### config.mk
export PLATFORM = sky130hd
export DESIGN_NAME = triangle_primitive_assembler_top
export DESIGN_NICKNAME = d
export VERILOG_FILES = /design/src/sv/tpa_pkg.sv /design/src/sv/tpa_vertex_stage.sv /design/src/sv/tpa_assembler.sv /design/src/sv/triangle_primitive_assembler_top.sv
export SDC_FILE = /design/constraint.sdc
export NUM_CORES = 2
export LEC_CHECK = 0
export ABC_CLOCK_PERIOD_IN_PS = 21800
export BUFFER_PORTS_ARGS = -buffer_cell sky130_fd_sc_hd__buf_4
export CELL_PAD_IN_SITES_DETAIL_PLACEMENT = 2
export CELL_PAD_IN_SITES_GLOBAL_PLACEMENT = 2
export CORE_ASPECT_RATIO = 0.5
export CORE_MARGIN = 3
export CORE_UTILIZATION = 42
export DETAILED_ROUTE_END_ITERATION = 10
export GPL_ROUTABILITY_DRIVEN = 0
export PLACE_DENSITY = 0.85
export SYNTH_ARGS = -nofsm -noshare
export SYNTH_HDL_FRONTEND = slang
export SYNTH_SLANG_ARGS = --single-unit
### constraint.sdc
create_clock -name i_clk -period 21.8 [get_ports i_clk]
set_input_delay 1.09 -clock i_clk [delete_from_list [all_inputs] [get_ports i_clk]]
set_output_delay 1.09 -clock i_clk [all_outputs]
set_load 0.03 [all_outputs]
### src/sv/tpa_pkg.sv
// ----------------------------------------------------------------------------
// Triangle primitive assembler package
// Shared codes, field widths, item structures and fixed-point helpers.
// ----------------------------------------------------------------------------
package tpa_pkg;

    localparam int unsigned CoordW = 24;
    localparam int unsigned CfgIdxW = 2;

    // Item function codes.
    localparam logic [1:0] FUNC_VERTEX = 2'd0;
    localparam logic [1:0] FUNC_BEGIN  = 2'd1;
    localparam logic [1:0] FUNC_END    = 2'd2;

    // Primitive modes.
    localparam logic [1:0] MODE_TRIANGLES = 2'd0;
    localparam logic [1:0] MODE_FAN       = 2'd1;
    localparam logic [1:0] MODE_STRIP     = 2'd2;

    // Configuration register indexes.
    localparam logic [CfgIdxW-1:0] CFG_BACK_FACE  = 2'd0;
    localparam logic [CfgIdxW-1:0] CFG_TEX_GEN    = 2'd1;
    localparam logic [CfgIdxW-1:0] CFG_INV_HEIGHT = 2'd2;

    localparam logic [CoordW-1:0] INV_HEIGHT_RESET = 24'd65536;

    localparam logic signed [CoordW-1:0] S24_MAX = 24'sh7FFFFF;
    localparam logic signed [CoordW-1:0] S24_MIN = 24'sh800000;

    typedef struct packed {
        logic                     back_face;
        logic                     tex_gen_enable;
        logic [CoordW-1:0]        inv_text_height;
    } t_cfg;

    // Item after the pen offset has been applied.
    typedef struct packed {
        logic [1:0]               func;
        logic [1:0]               prim_mode;
        logic signed [CoordW-1:0] x;
        logic signed [CoordW-1:0] y;
    } t_vtx_item;

    typedef struct packed {
        logic signed [CoordW-1:0] x;
        logic signed [CoordW-1:0] y;
        logic signed [CoordW-1:0] s;
        logic signed [CoordW-1:0] t;
    } t_slot;

    typedef struct packed {
        logic signed [CoordW-1:0] a_x;
        logic signed [CoordW-1:0] a_y;
        logic signed [CoordW-1:0] b_x;
        logic signed [CoordW-1:0] b_y;
        logic signed [CoordW-1:0] c_x;
        logic signed [CoordW-1:0] c_y;
        logic signed [CoordW-1:0] a_s;
        logic signed [CoordW-1:0] a_t;
        logic signed [CoordW-1:0] b_s;
        logic signed [CoordW-1:0] b_t;
        logic signed [CoordW-1:0] c_s;
        logic signed [CoordW-1:0] c_t;
    } t_tri;

    // Saturating add of two 24-bit signed values.
    function automatic logic signed [CoordW-1:0] sat_add24(
        input logic signed [CoordW-1:0] a,
        input logic signed [CoordW-1:0] b
    );
        logic signed [CoordW:0] sum;
        begin
            sum = {a[CoordW-1], a} + {b[CoordW-1], b};
            if (sum[CoordW] != sum[CoordW-1]) begin
                sat_add24 = sum[CoordW] ? S24_MIN : S24_MAX;
            end else begin
                sat_add24 = sum[CoordW-1:0];
            end
        end
    endfunction

    // Position times the Q8.16 reciprocal, rounded to nearest (ties up),
    // saturated to 24 bits.
    function automatic logic signed [CoordW-1:0] scale_tex(
        input logic signed [CoordW-1:0] p,
        input logic [CoordW-1:0]        inv
    );
        logic signed [2*CoordW:0] prod;
        logic signed [2*CoordW:0] rnd;
        begin
            prod = p * $signed({1'b0, inv});
            rnd  = prod + 49'sd32768;
            // The quotient is rnd[48:16]; it fits when its top bits agree.
            if (rnd[2*CoordW:CoordW+15] != {10{rnd[CoordW+15]}}) begin
                scale_tex = rnd[2*CoordW] ? S24_MIN : S24_MAX;
            end else begin
                scale_tex = rnd[CoordW+15:16];
            end
        end
    endfunction

    // Negation with the most negative value mapped to the most positive.
    function automatic logic signed [CoordW-1:0] sat_neg24(
        input logic signed [CoordW-1:0] v
    );
        begin
            sat_neg24 = (v == S24_MIN) ? S24_MAX : -v;
        end
    endfunction

endpackage

### src/sv/tpa_vertex_stage.sv
// ----------------------------------------------------------------------------
// Vertex input stage
// Takes one item per cycle while the assembler advances, applies the pen
// offset and holds the item until the assembler stage consumes it.
// ----------------------------------------------------------------------------
module tpa_vertex_stage
    import tpa_pkg::*;
(
    input  logic                     i_clk,
    input  logic                     i_rst_n,
    input  logic                     i_valid,
    output logic                     o_stall,
    input  logic [1:0]               i_func,
    input  logic [1:0]               i_prim_mode,
    input  logic signed [CoordW-1:0] i_vert_x,
    input  logic signed [CoordW-1:0] i_vert_y,
    input  logic signed [CoordW-1:0] i_pen_x,
    input  logic signed [CoordW-1:0] i_pen_y,
    input  logic                     i_advance,
    output logic                     o_item_valid,
    output t_vtx_item                o_item
);

    logic      r_valid;
    logic      n_valid;
    t_vtx_item r_item;
    t_vtx_item n_item;
    logic      load;

    assign load = !r_valid || i_advance;

    always_comb begin
        n_valid          = load ? i_valid : r_valid;
        n_item.func      = i_func;
        n_item.prim_mode = i_prim_mode;
        n_item.x         = sat_add24(i_vert_x, i_pen_x);
        n_item.y         = sat_add24(i_vert_y, i_pen_y);
    end

    always_ff @(posedge i_clk) begin
        if (!i_rst_n) begin
            r_valid <= 1'b0;
        end else begin
            r_valid <= n_valid;
        end
    end

    always_ff @(posedge i_clk) begin
        if (load && i_valid) begin
            r_item <= n_item;
        end
    end

    assign o_stall      = !load;
    assign o_item_valid = r_valid;
    assign o_item       = r_item;

endmodule

### src/sv/tpa_assembler.sv
// ----------------------------------------------------------------------------
// Triangle assembler stage
// Generates texture coordinates, fills the three vertex slots and loads a
// finished triangle into the result register.
// ----------------------------------------------------------------------------
module tpa_assembler
    import tpa_pkg::*;
(
    input  logic      i_clk,
    input  logic      i_rst_n,
    input  t_cfg      i_cfg,
    input  logic      i_item_valid,
    input  t_vtx_item i_item,
    output logic      o_advance,
    output logic      o_valid,
    input  logic      i_stall,
    output t_tri      o_tri
);

    logic       r_out_valid;
    logic       n_out_valid;
    logic [1:0] r_fill;
    logic [1:0] n_fill;
    logic [1:0] r_mode;
    logic [1:0] n_mode;
    t_slot      r_slot [0:2];
    t_tri       r_tri;
    t_tri       n_tri;

    logic       proc;
    logic       is_vertex;
    logic [1:0] wr_idx;
    logic       emit;
    t_slot      new_vtx;
    t_slot      va;
    t_slot      vb;
    t_slot      vc;

    // Nothing moves while a finished triangle waits on a stalled receiver.
    assign o_advance = !(r_out_valid && i_stall);
    assign proc      = i_item_valid && o_advance;
    assign is_vertex = (i_item.func == FUNC_VERTEX);
    assign wr_idx    = (r_fill == 2'd3) ? 2'd0 : r_fill;
    assign emit      = proc && is_vertex && (wr_idx == 2'd2);

    always_comb begin
        new_vtx.x = i_item.x;
        new_vtx.y = i_item.y;
        new_vtx.s = '0;
        new_vtx.t = '0;
        if (i_cfg.tex_gen_enable) begin
            new_vtx.s = scale_tex(i_item.x, i_cfg.inv_text_height);
            new_vtx.t = scale_tex(i_item.y, i_cfg.inv_text_height);
            if (i_cfg.back_face) begin
                new_vtx.s = sat_neg24(new_vtx.s);
            end
        end
    end

    // Next fill count and mode.
    always_comb begin
        n_fill = r_fill;
        n_mode = r_mode;
        if (proc) begin
            unique case (i_item.func)
                FUNC_BEGIN: begin
                    n_mode = i_item.prim_mode;
                    n_fill = 2'd0;
                end
                FUNC_END: begin
                    n_fill = 2'd0;
                end
                FUNC_VERTEX: begin
                    if (wr_idx == 2'd2) begin
                        n_fill = (r_mode == MODE_FAN || r_mode == MODE_STRIP) ? 2'd2 : 2'd0;
                    end else begin
                        n_fill = wr_idx + 2'd1;
                    end
                end
                default: begin
                end
            endcase
        end
    end

    always_comb begin
        if (i_cfg.back_face) begin
            va = new_vtx;
            vb = r_slot[1];
            vc = r_slot[0];
        end else begin
            va = r_slot[0];
            vb = r_slot[1];
            vc = new_vtx;
        end
        n_tri.a_x = va.x;
        n_tri.a_y = va.y;
        n_tri.b_x = vb.x;
        n_tri.b_y = vb.y;
        n_tri.c_x = vc.x;
        n_tri.c_y = vc.y;
        n_tri.a_s = va.s;
        n_tri.a_t = va.t;
        n_tri.b_s = vb.s;
        n_tri.b_t = vb.t;
        n_tri.c_s = vc.s;
        n_tri.c_t = vc.t;
    end

    always_comb begin
        if (emit) begin
            n_out_valid = 1'b1;
        end else if (!i_stall) begin
            n_out_valid = 1'b0;
        end else begin
            n_out_valid = r_out_valid;
        end
    end

    always_ff @(posedge i_clk) begin
        if (!i_rst_n) begin
            r_out_valid <= 1'b0;
            r_fill      <= 2'd0;
            r_mode      <= MODE_TRIANGLES;
        end else begin
            r_out_valid <= n_out_valid;
            r_fill      <= n_fill;
            r_mode      <= n_mode;
        end
    end

    // A fan keeps its hub in slot 0; a strip slides its window down by one.
    always_ff @(posedge i_clk) begin
        if (proc && is_vertex) begin
            r_slot[wr_idx] <= new_vtx;
            if (wr_idx == 2'd2) begin
                if (r_mode == MODE_FAN) begin
                    r_slot[1] <= new_vtx;
                end else if (r_mode == MODE_STRIP) begin
                    r_slot[0] <= r_slot[1];
                    r_slot[1] <= new_vtx;
                end
            end
        end
    end

    always_ff @(posedge i_clk) begin
        if (emit) begin
            r_tri <= n_tri;
        end
    end

    assign o_valid = r_out_valid;
    assign o_tri   = r_tri;

    a_fill_range: assert property (@(posedge i_clk) disable iff (!i_rst_n)
        r_fill != 2'd3)
        else $error("fill count left its range");

    a_hold_on_stall: assert property (@(posedge i_clk) disable iff (!i_rst_n)
        (r_out_valid && i_stall) |-> !proc)
        else $error("item consumed while a triangle waits on the receiver");

    a_emit_loads: assert property (@(posedge i_clk) disable iff (!i_rst_n)
        emit |=> r_out_valid)
        else $error("completed triangle not presented");

    a_window_kept: assert property (@(posedge i_clk) disable iff (!i_rst_n)
        (emit && (r_mode == MODE_FAN || r_mode == MODE_STRIP)) |=> (r_fill == 2'd2))
        else $error("fan or strip window not kept after a triangle");

endmodule

### src/sv/triangle_primitive_assembler_top.sv
// ----------------------------------------------------------------------------
// Triangle primitive assembler
// Builds triangles (independent, fan or strip) from a vertex item stream.
// ----------------------------------------------------------------------------
// Input channel: i_valid / o_stall with func, prim_mode, vertex and pen fields.
// A begin item sets the primitive mode, an end item clears the fill count, and
// a vertex item is offset by the pen, given texture coordinates and stored in
// one of three slots. Every completed triangle appears as one item on the
// output channel o_valid / i_stall, reversed in order on the back face.
// Configuration: i_cfg_valid / o_cfg_ready with i_cfg_index and i_cfg_data;
// ready is always high. Write only while no item is in flight.
// Path: a triangle passes through the pen-offset input register, then through
// the texture multiplier and slot logic into the result register.
// Throughput: one item per cycle while no finished triangle waits on i_stall;
// the result register holds a triangle while i_stall is high, and the input
// stage then fills and raises o_stall.
// Reset clears the fill count, selects independent triangles, and loads the
// registers with back face off, texture generation on and a reciprocal of 1.0.
// ----------------------------------------------------------------------------
module triangle_primitive_assembler_top
    import tpa_pkg::*;
(
    input  logic                     i_clk,
    input  logic                     i_rst_n,
    input  logic                     i_valid,
    output logic                     o_stall,
    input  logic [1:0]               i_func,
    input  logic [1:0]               i_prim_mode,
    input  logic signed [CoordW-1:0] i_vert_x,
    input  logic signed [CoordW-1:0] i_vert_y,
    input  logic signed [CoordW-1:0] i_pen_x,
    input  logic signed [CoordW-1:0] i_pen_y,
    output logic                     o_valid,
    input  logic                     i_stall,
    output logic signed [CoordW-1:0] o_a_x,
    output logic signed [CoordW-1:0] o_a_y,
    output logic signed [CoordW-1:0] o_b_x,
    output logic signed [CoordW-1:0] o_b_y,
    output logic signed [CoordW-1:0] o_c_x,
    output logic signed [CoordW-1:0] o_c_y,
    output logic signed [CoordW-1:0] o_a_s,
    output logic signed [CoordW-1:0] o_a_t,
    output logic signed [CoordW-1:0] o_b_s,
    output logic signed [CoordW-1:0] o_b_t,
    output logic signed [CoordW-1:0] o_c_s,
    output logic signed [CoordW-1:0] o_c_t,
    input  logic                     i_cfg_valid,
    output logic                     o_cfg_ready,
    input  logic [CfgIdxW-1:0]       i_cfg_index,
    input  logic [CoordW-1:0]        i_cfg_data
);

    t_cfg      r_cfg;
    t_cfg      n_cfg;
    logic      advance;
    logic      item_valid;
    t_vtx_item item;
    t_tri      tri_out;

    always_comb begin
        n_cfg = r_cfg;
        if (i_cfg_valid) begin
            unique case (i_cfg_index)
                CFG_BACK_FACE:  n_cfg.back_face       = i_cfg_data[0];
                CFG_TEX_GEN:    n_cfg.tex_gen_enable  = i_cfg_data[0];
                CFG_INV_HEIGHT: n_cfg.inv_text_height = i_cfg_data;
                default: begin
                end
            endcase
        end
    end

    always_ff @(posedge i_clk) begin
        if (!i_rst_n) begin
            r_cfg.back_face       <= 1'b0;
            r_cfg.tex_gen_enable  <= 1'b1;
            r_cfg.inv_text_height <= INV_HEIGHT_RESET;
        end else begin
            r_cfg <= n_cfg;
        end
    end

    assign o_cfg_ready = 1'b1;

    tpa_vertex_stage u_vertex_stage (
        .i_clk        (i_clk),
        .i_rst_n      (i_rst_n),
        .i_valid      (i_valid),
        .o_stall      (o_stall),
        .i_func       (i_func),
        .i_prim_mode  (i_prim_mode),
        .i_vert_x     (i_vert_x),
        .i_vert_y     (i_vert_y),
        .i_pen_x      (i_pen_x),
        .i_pen_y      (i_pen_y),
        .i_advance    (advance),
        .o_item_valid (item_valid),
        .o_item       (item)
    );

    tpa_assembler u_assembler (
        .i_clk        (i_clk),
        .i_rst_n      (i_rst_n),
        .i_cfg        (r_cfg),
        .i_item_valid (item_valid),
        .i_item       (item),
        .o_advance    (advance),
        .o_valid      (o_valid),
        .i_stall      (i_stall),
        .o_tri        (tri_out)
    );

    assign o_a_x = tri_out.a_x;
    assign o_a_y = tri_out.a_y;
    assign o_b_x = tri_out.b_x;
    assign o_b_y = tri_out.b_y;
    assign o_c_x = tri_out.c_x;
    assign o_c_y = tri_out.c_y;
    assign o_a_s = tri_out.a_s;
    assign o_a_t = tri_out.a_t;
    assign o_b_s = tri_out.b_s;
    assign o_b_t = tri_out.b_t;
    assign o_c_s = tri_out.c_s;
    assign o_c_t = tri_out.c_t;

endmodule

== Word level (Yosys, flattened, before mapping) ==
Memories as Yosys holds them, arrays and structs flattened.
Cells that the tools add are included.

* Flip-flop bits (word level): 372
* Bits in writable memories: 288
* Input port bits: 131
* Output and inout port bits: 291
* Word-level logic and storage cells: 98
* Memories kept: 1

* Add/sub/neg operators: 6
* Multipliers: 2
* Equality and inequality tests: 14
* Mux-type cells: 32
* Bitwise gates (word level): 1
* Reduce and logical (&&, ||, !) cells: 19

{| class="wikitable"
|+ Memory list
! memory !! words !! width !! read ports !! clocked after memory_dff !! write ports !! RTL line !! RTL
|-
| u_assembler.r_slot || 3 || 96 || 2 || 0 || 3 || tpa_assembler.sv:26 || <nowiki>t_slot r_slot [0:2];</nowiki>
|}

{| class="wikitable"
|+ Operators by type and width
! cell !! number
|-
| two-way mux 96 bit || 3
|-
| two-way mux 24 bit || 11
|-
| adder 49 x 17 -> 49 bit, second input constant || 2
|-
| multiplier 24 x 25 -> 49 bit || 2
|-
| adder 24 x 24 -> 25 bit || 2
|-
| two-way mux 48 bit || 1
|-
| equality test 24 bit, second input constant || 1
|-
| negator 24 bit || 1
|-
| inequality test 9 bit || 2
|-
| two-way mux 1 bit || 13
|-
| equality test 2 bit, second input constant || 5
|-
| AND reduction 2 bit || 5
|-
| equality test 2 x 1 -> 1 bit, second input constant || 3
|-
| two-way mux 2 bit || 3
|-
| logical AND 1 bit || 5
|-
| logical NOT 2 bit || 2
|-
| case mux 2 bit (2 select lines) || 1
|-
| logical NOT 1 bit || 3
|-
| adder 2 x 1 -> 2 bit, second input constant || 1
|-
| logical OR 1 bit || 2
|-
| inequality test 1 bit || 2
|-
| inequality test 2 x 1 -> 1 bit, second input constant || 1
|-
| nonzero test 2 bit || 1
|-
| OR reduction 2 bit || 1
|-
| bitwise OR 1 bit || 1
|}

== Logic depth before layout (Yosys ltp) ==
* Depth in word-level cells: 10
* Mapped depth: 43
* Mapped depth without buffers: 37

== Hierarchy ==
Synthesis repeated with hierarchy kept, for this count alone.

* Cell total of the unflattened synthesis: 6,573
* Area, all modules: 65,208.8 um^2

{| class="wikitable"
|+ By module, submodules not included
! module !! instances !! cells each !! area each (um^2) !! seq. area each (um^2)
|-
| tpa_assembler || 1 || 5,887 || 58,811.4 || 14,513.9
|-
| tpa_vertex_stage || 1 || 570 || 5,310.1 || 1,581.5
|-
| triangle_primitive_assembler_top || 1 || 116 || 1,087.3 || 520.5
|}

== Least setup slack after synthesis ==
No wires, ideal clock.

* Kind: input to register
* Start: in i_stall
* End: mem u_assembler.r_slot[0][0] (netlist bit), enable pin
* Library setup time: 0.458 ns
* Arrival: 11.209 ns
* Required time: 21.342 ns
* Slack: 10.134 ns
* Stages on the path: 9
* Buffers on the path: 2
* Path through: nand2_1 > nand2_1 > nor3_1 > nand2_1 > inv_1 > nand2_1 > clkbuf_1 > clkbuf_1 > nand2_1

{| class="wikitable"
|+ RTL lines
! item !! RTL line !! RTL
|-
| start: declaration || triangle_primitive_assembler_top.sv:34 || <nowiki>input logic i_stall,</nowiki>
|-
| end: declaration || tpa_assembler.sv:26 ||
|}

==> metrics.md <==
| Metric | Value |
|---|---|
| Outcome | finished, violations left |
| Failing checks | capacitance limit, slew limit |
| Yosys cell types | 101 |
| DR vias | about 56000 |
| Die ar. | 0.156 mm² |
| Largest cells by area after synthesis | fa_1 (30%), edfxtp_1 (25%), ha_1 (8.8%) |
| Async SR Flop Fraction | 0 |
| Grt ovf | 0 |
| CP max FO | 39 |
| Chip Width | about 560 µm |
| Syn_nets | 7867 |
| Final setup viols | 0 |
| Clk slew on worst S/H paths | 70 ps |
| Tot Pwr | 8.00 mW |
| Max-Slew Margin vs Limit | -0.117 |
| Post-cts sizing count | 0 |
| R2R setup slack | about 8700 ps |
| RSZ-0062 raised after global routing | false |
| DR iter-0 viols | 7323 |
| Fin cells | 8610 |
| Most used cell, CP | fa_1 |
| CTS max path bufs | 3 |
| Shortest period the worst path allows | about 13000 ps |
| Placed wire-length estimate | 207 mm |
| Final hold violations | 0 |
| Post-synthesis sequential area ratio | 0.262 |
| Drt drc | 0 |
| Setup TNS | 0 ps |
| Avg Inst Size Synth | about 10 µm² |
| Core area | between 0.1 and 0.15 mm² |
| Leak pwr | about 32 nW |
| H-tree depth | 2 |
| Vias in the first global route | 62100 |
| Routed WL per cell | between 30 and 40 µm |
| Share of the synthesized area in the top cell type | 0.305 |
| Yosys warning count | 0 |
| Clock Sinks | about 560 |
| F_max | roughly 0.076 GHz |
| Post-CTS setup buffer count | 0 |
| Hold endpoint | u_assembler.o_tri[55] |
| R2R depth | 36 |
| Most used standard cell by instance count after synthesis | inv_1 |
| Die Y-Extent | around 280 µm |
| Post-route ant nets | 0 |
| Final core utilization | 0.471 |
| Pins Over Slew Limit | 46 |
| Crit path launch type | flop |
| CP max stage delay | 820 ps |
| Core Rows | 100 |
| Worst IR Drop VDD | ~0.00010 V |
| I/O pin count | roughly 420 |
| Mapped Cells | 6325 |
| CP max-delay cell | dfxtp_1 |
| Most frequent cells after synthesis | inv_1 (1085), nand2_1 (1043), fa_1 (966), edfxtp_1 (532), and2_1 (469) |
| Worst Hold Margin | between 400 and 500 ps |
| Synth area leader | fa_1 |
| Crit path capture type | flop |
| Synth Cell Area | between 0.06 and 0.07 mm² |
| TritonCTS clock tree | done |
| Arrival time at the worst endpoint | approximately 14000 ps |
| Final Skew | roughly 61 ps |
| Period utilization | 0.602 |
| Port Buffer Count | between 400 and 500 |
| Least-Margin Pin Slew | roughly 1700 ps |
| CP Class | flop to flop |
| CTS Buf Count | 56 |
| Clk_lat worst skew | approximately 730 ps |
| Hold path cells | 0 |
| Placed Area | ~0.07 mm² |
| Area grow syn2layout | 11.0% |
| Layout cells sized above 1 | 0.118 |
| Critical Path RT | approximately 22000 ps |
| Initial Utilization | 0.425 |
| GRT Total Usage | 0.387 |
| Dpl ws | a little under 10000 ps |
| Nets | between 8000 and 9000 |
| HP Start | u_assembler.r_slot[1][7] |
| Root buffer cell | clkbuf_16 |
| Number of synthesized flops with an enable pin | between 500 and 600 |
| Hold buffer count at cts | 0 |
| Crit Reg-Reg Startpoint | r_cfg[10] |
| Initial antenna violation count | 26 |
| Largest net degree at the start of global routing | between 100 and 150 |
| Hold Path Class | flop to flop |
| Capturing point of the worst reg2reg path | u_assembler.r_slot[0][24] |
| Routed WL | 332 mm |
| Seq cells post-synth | between 500 and 600 |
| Ys flop type | edfxtp_1 |
| Max cap viols | 2 |
| Final Cell Area | between 0.07 and 0.08 mm² |
| Vias per inst | 6.47 |
| Final setup margin | between 8000 and 9000 ps |
| Inst Count DP | roughly 8500 |
| Pwr Density | around 110 mW/mm² |
| DR pass1 iterations | 6 |
| First-pass GRT wire length | 441 mm |
## kinds of logic after synthesis
kind of cell / synth area share
buffers and inverters: 0.0856
muxes: 0.0210
DFF: 0.262
and+or+nand+nor: 0.146
xor gates and xnor gates: 0.0161
AOI/OAI and AO/OA: 0.0765
adders and majority gates: 0.393
other: 0.0000591
## flip-flops by register name, indices dropped and copies added (netlist names)
register,count
u_assembler.o_tri,288
r_cfg,26
u_vertex_stage.o_item,52
u_assembler.r_mode,2
u_vertex_stage.o_item_valid,1
u_assembler.r_fill,2
u_assembler.r_slot,192
u_assembler.o_valid,1
## worst max path at each step
stage               from                        end  slack [ps]  cells after the start
4_1_cts        r_cfg[19]  u_assembler.r_slot[0][24]        9510                     36
5_1_grt        r_cfg[10]  u_assembler.r_slot[0][24]        8430                     36
6_report       r_cfg[10]  u_assembler.r_slot[0][24]        8680                     36
3_5_place_dp   r_cfg[19]  u_assembler.r_slot[0][24]        9680                     36
2_1_floorplan    i_stall   u_assembler.r_slot[0][0]       10130                      9
3_3_place_gp   r_cfg[19]     u_assembler.o_tri[120]       10420                     36
## power by group
group	internal, mW	leakage (nW)	switching, mW
logic	1.63	25.5	4.01
registers	1.25	5.10	0.0327
clock network	0.544	0.894	0.521
## per-layer routing
metal,part of all wire,GRT usage
met1,0.34,0.456
met2,0.44,0.630
met3,0.12,0.115
met4,0.090,0.227
met5,0.00071,0
## worst max-delay path: cells and delay by family (launching register included)
| kind | cells | cell delay [ps] |
|---|---|---|
| adder cells (fa/ha/maj) | 9 | 4650 |
| AND/OR/NAND/NOR | 11 | 3100 |
| AO/OA/AOI/OAI | 7 | 2310 |
| buffers and inverters | 7 | 1300 |
| flip-flops | 1 | 820 |
| XOR/XNOR | 1 | 460 |
| multiplexers | 1 | 220 |
## cells in the final DEF, fill, tap and decap left out, drive strengths merged, types with 35 or more instances in the layout
cell type / n
edfxtp: 532
mux2: 106
and2: 469
fa: 966
a21oi: 217
nor2: 142
nand2: 1046
buf: 524
ha: 445
xnor2: 56
inv: 1093
nand3: 45
xor2: 56
nor2b: 42
o21ai: 150
nand2b: 56
o211ai: 35
a21o: 50
clkbuf: 62
## cell type report
type                            count  area, µm²
Fill cell                       15600      79000
Timing Repair Buffer              524       3930
Sequential cell                   564      16600
Clock buffer                       62       1450
Tap cell                         1989       2490
Multi-Input combinational cell   4323      41400
Inverter                         1086       4080
Clock inverter                     43        394
Antenna cell                       19       47.5
Power figures use the tool's default switching activity.
